==> src/design/sfdl_pkg.sv <==
`default_nettype none

package sfdl_pkg;

  localparam int DELAY_DEPTH = 131072;
  localparam int ADDR_W      = $clog2(DELAY_DEPTH);
  localparam int SAMPLE_W    = 16;
  localparam int GAIN_W      = 16;
  localparam int DLY_W       = 17;
  localparam int FB_W        = 15;
  localparam int CFG_IDX_W   = 2;
  localparam int CFG_DATA_W  = 17;
  localparam int ACC_W       = SAMPLE_W + GAIN_W + 2;
  localparam int Q_FRAC      = 15;
  localparam int UNITY       = 32768;
  localparam int W_NEW       = 22938;
  localparam int W_OLD       = 9830;

  localparam logic [DLY_W-1:0]  DELAY_RST = DLY_W'(19200);
  localparam logic [FB_W-1:0]   FB_RST    = FB_W'(11469);
  localparam logic [GAIN_W-1:0] MIX_RST   = GAIN_W'(16384);

  localparam logic signed [ACC_W-1:0] SMAX       = ACC_W'((2 ** (SAMPLE_W - 1)) - 1);
  localparam logic signed [ACC_W-1:0] SMIN       = ~SMAX;
  localparam logic signed [ACC_W-1:0] ROUND_HALF = ACC_W'(2 ** (Q_FRAC - 1));

  typedef enum logic [CFG_IDX_W-1:0] {
    CFG_DELAY    = 2'd0,
    CFG_FEEDBACK = 2'd1,
    CFG_MIX      = 2'd2
  } sfdl_cfg_e;

  typedef enum logic [1:0] {
    ST_IDLE,
    ST_LP,
    ST_WET,
    ST_FB
  } sfdl_state_e;

  typedef struct packed {
    logic              start;
    logic              do_lp;
    logic              do_wet;
    logic              do_fb;
    logic              echo_ok;
    logic [ADDR_W-1:0] rd_addr;
    logic [ADDR_W-1:0] wr_addr;
  } sfdl_ctrl_t;

  function automatic logic signed [SAMPLE_W-1:0] sat_sample(
    input logic signed [ACC_W-1:0] v
  );
    logic signed [SAMPLE_W-1:0] r;
    if (v > SMAX) begin
      r = SAMPLE_W'(SMAX);
    end else if (v < SMIN) begin
      r = SAMPLE_W'(SMIN);
    end else begin
      r = SAMPLE_W'(v);
    end
    return r;
  endfunction

  function automatic logic signed [ACC_W-1:0] round_q15(
    input logic signed [ACC_W-1:0] v
  );
    logic signed [ACC_W-1:0] t;
    t = v + ROUND_HALF;
    return t >>> Q_FRAC;
  endfunction

endpackage

`default_nettype wire

==> src/design/sfdl_merge.sv <==
`default_nettype none

module sfdl_merge (
  input  logic                                 clk_i,
  input  logic                                 rst_ni,
  input  logic                                 load_i,
  input  logic signed [sfdl_pkg::SAMPLE_W-1:0] left_i,
  input  logic signed [sfdl_pkg::SAMPLE_W-1:0] right_i,
  input  logic                                 stall_i,
  output logic                                 valid_o,
  output logic signed [sfdl_pkg::SAMPLE_W-1:0] left_o,
  output logic signed [sfdl_pkg::SAMPLE_W-1:0] right_o,
  output logic                                 space_o
);
  import sfdl_pkg::*;

  logic                       valid_q, valid_d;
  logic signed [SAMPLE_W-1:0] left_q, right_q;

  assign space_o = !valid_q || !stall_i;
  assign valid_o = valid_q;
  assign left_o  = left_q;
  assign right_o = right_q;

  always_comb begin
    if (load_i) begin
      valid_d = 1'b1;
    end else if (stall_i) begin
      valid_d = valid_q;
    end else begin
      valid_d = 1'b0;
    end
  end

  always_ff @(posedge clk_i or negedge rst_ni) begin
    if (!rst_ni) begin
      valid_q <= 1'b0;
    end else begin
      valid_q <= valid_d;
    end
  end

  always_ff @(posedge clk_i) begin
    if (load_i) begin
      left_q  <= left_i;
      right_q <= right_i;
    end
  end

endmodule

`default_nettype wire

==> config.mk <==
export PLATFORM = sky130hd
export DESIGN_NAME = sfdl_merge
export DESIGN_NICKNAME = d
export VERILOG_FILES = /design/src/design/sfdl_pkg.sv /design/src/design/sfdl_merge.sv
export SDC_FILE = /design/constraint.sdc
export NUM_CORES = 1
export LEC_CHECK = 0
export ABC_AREA = 1
export BUFFER_PORTS_ARGS = -buffer_cell sky130_fd_sc_hd__buf_2
export CORE_UTILIZATION = 39
export DETAILED_ROUTE_END_ITERATION = 10
export PLACE_DENSITY_LB_ADDON = 0.25
export SKIP_LAST_GASP = 1
export SLEW_MARGIN = 10
export SYNTH_ARGS = -nofsm -noshare
export SYNTH_HDL_FRONTEND = slang
export SYNTH_SLANG_ARGS = --single-unit
==> constraint.sdc <==
create_clock -name clk_i -period 0.8 [get_ports clk_i]
set_input_delay 0.16 -clock clk_i [delete_from_list [all_inputs] [get_ports clk_i]]
set_output_delay 0.16 -clock clk_i [all_outputs]
set_load 0.01 [all_outputs]
==> flow_summary.ini <==
[finish]
n_antenna_cell = 0
fin_util = 0.724
layout-drive-gt1-share = 0.545
areaGrowthSynthToFinish_pct = 77.4
nets = 180
fillers = 179

[floorplanning]
rows = 18
die_y_um = 52.7
initial_core_util = 0.408
die_w_um = 52.7
die_area_um2 = 2780
coreArea_um2 = 2450
pin_count = 70

[placed_design]
pre_cts_ws_ps = 37.9
routabilityCongestion = 0.660
numPortBuffers = 69

[logic_synthesis]
synth_seq_cells = 33
synth_cell_type_count = 4
synth_area_um2 = 1000
ys.flop_type = edfxtp_1
yosysWarnings = 0
ys_seq_area_frac = 0.984
yosysMostFrequentCell = edfxtp_1
synthTopCellsByArea = edfxtp_1 96%, dfrtp_1 2.5%, nand2_2 1.2%, inv_1 0.37%
synth_top_area_frac = 0.959
synthCells = 36
async_flop_share = 0.0303
synth_edf_count = 32
syn_nets = 72
synth_area_per_cell_um2 = 27.8
synth_commonest_cells = 32 x edfxtp_1, 2 x nand2_2, 1 x dfrtp_1, 1 x inv_1
yosysTopAreaCell = edfxtp_1

[worst_setup_path]
ff2ff_setup_slack_ps = 40
critical_path_peak_fanout = 2
cp-start-kind = flip-flop
reg2reg_from = valid_o$_DFFE_PN0P_
ff2ff_path_depth = 3
r2r_end = valid_o$_DFFE_PN0P_
setup.worst_path.class = flip-flop to output pin
arrival_ps = 910
startpoint = valid_o$_DFFE_PN0P_
cp-end-kind = output pin
crit_required_ps = 640

[grt]
antenna_found_initial = 0
grt_pass1_wl_um = 2460
grt_pass1_vias = 588
grt_start_max_net_pins = 19
track_usage = 0.143
grt.overflow.total = 0

[worst_hold_path]
hold_path_class = input pin to flip-flop
hold_depth = 1
hold_end = left_o[4]$_DFFE_PP_
hp-start = left_i[4]

[clock_tree]
numCtsBuffers = 5
clkLatencyLatePin_ps = 310
clock-sinks = 33
ctsRootBufferMaster = clkbuf_4
tritoncts = built
h-tree-depth = 2
clock_path_buffers = 2
cts.reportedPaths.clkPinSlew_ps = 90

[sta]
rsz0062_at_grt = true
period_share = 1.34
fin_setup_tns_ps = -6450
max_freq_mhz = 931
whs_ps = 22.4
drv_slew = 0
slew_headroom = 0.930
worstMarginPinSlew_ps = 105
fin_crit_ps = 1070
setup_viol = 34
hold_viol = 0
final.setup_skew_ps = 0
worst_slack_ps = -274

[detailed_routing]
drc = 0
vias_per_cell = 4.26
wl_per_cell_um = 13.1
first_pass_iters = 4
ant_nets = 0
vias = 745
wl_um = 2290
drt_iter0_markers = 8

[power_and_ir_drop]
powerDensity_nw_per_um2 = 1900
ir_worst_vdd_v = 0.00162
power.total_mw = 3.37
p_leak_nw = 0.779

[outcome]
violations = negative setup slack
status = finished with violations

[run]
drv_cap = 0
[worst max-delay path, cell delays in order (launching register included)]
cell	delay, ps
dfrtp_1	400
nand2_2	90
buf_6	100
[worst max path at each step]
stage                           end  slack, ps  depth (start not counted)
6_report                    space_o       -270                          2
3_5_place_dp   right_o[7]$_DFFE_PP_         40                          2
2_1_floorplan   valid_o$_DFFE_PN0P_        140                          2
4_1_cts                     space_o       -280                          2
5_1_grt                     space_o       -340                          2
3_3_place_gp   right_o[0]$_DFFE_PP_         40                          2
[per-layer routing]
metal,global-route usage,vias to the layer above,part of all wire
li1,-,358,-
met1,0.140,329,0.34
met2,0.234,49,0.54
met3,0.0899,9,0.087
met4,0.0658,0,0.029
met5,0,-,0
[cell families after synthesis]
logic type	share of synthesized area
buffers and inverters	0.00374
and+or+nand+nor	0.0125
DFF	0.984
[sequential cells by signal, summed over array words and instances (netlist names)]
| signal | flops |
|---|---|
| left_o | 16 |
| right_o | 16 |
| valid_o | 1 |
[placed cells by master (no fill, tap or decap)]
cell type      netlist  routed
clkbuf_1             0       3
buf_4                0       1
edfxtp_1            32      32
buf_12               0       2
buf_6                0       1
dlygate4sd3_1        0      29
clkbuf_4             0       5
buf_2                0      68
dfrtp_1              1       1
inv_1                1       1
nand2_2              2       2
[power breakdown]
part,switching (mW),internal (mW)
sequential,0.0330,2.04
clock,0.477,0.350
combinational,0.203,0.269
[cell type report]
cell class / instances / area (um2) / share of cell area
Clock buffer: 8 / 48.8 / 0.0274
Inverter: 1 / 3.75 / 0.00211
Multi-Input combinational cell: 2 / 12.5 / 0.00704
Sequential cell: 33 / 986 / 0.555
Tap cell: 30 / 37.5 / 0.0211
Timing Repair Buffer: 101 / 689 / 0.388
[per-stage QoR]
stage / cells / cell area (um2)
after global routing: 175 / 1780
after global placement: 137 / 1430
after CTS: 151 / 1540
after floorplan: 36 / 1000
after detailed placement: 137 / 1430
final: 175 / 1780
[timing repair]
item | in CTS | in global routing
hold buffers | 6 | 23
pin swaps | 0 | 1
setup endpoints to repair | 34 | 34
buffers inserted | 0 | 1
resized for setup | 1 | 0
hold endpoints to repair | 6 | 23
No activity file was read; power rests on OpenSTA's default activity.
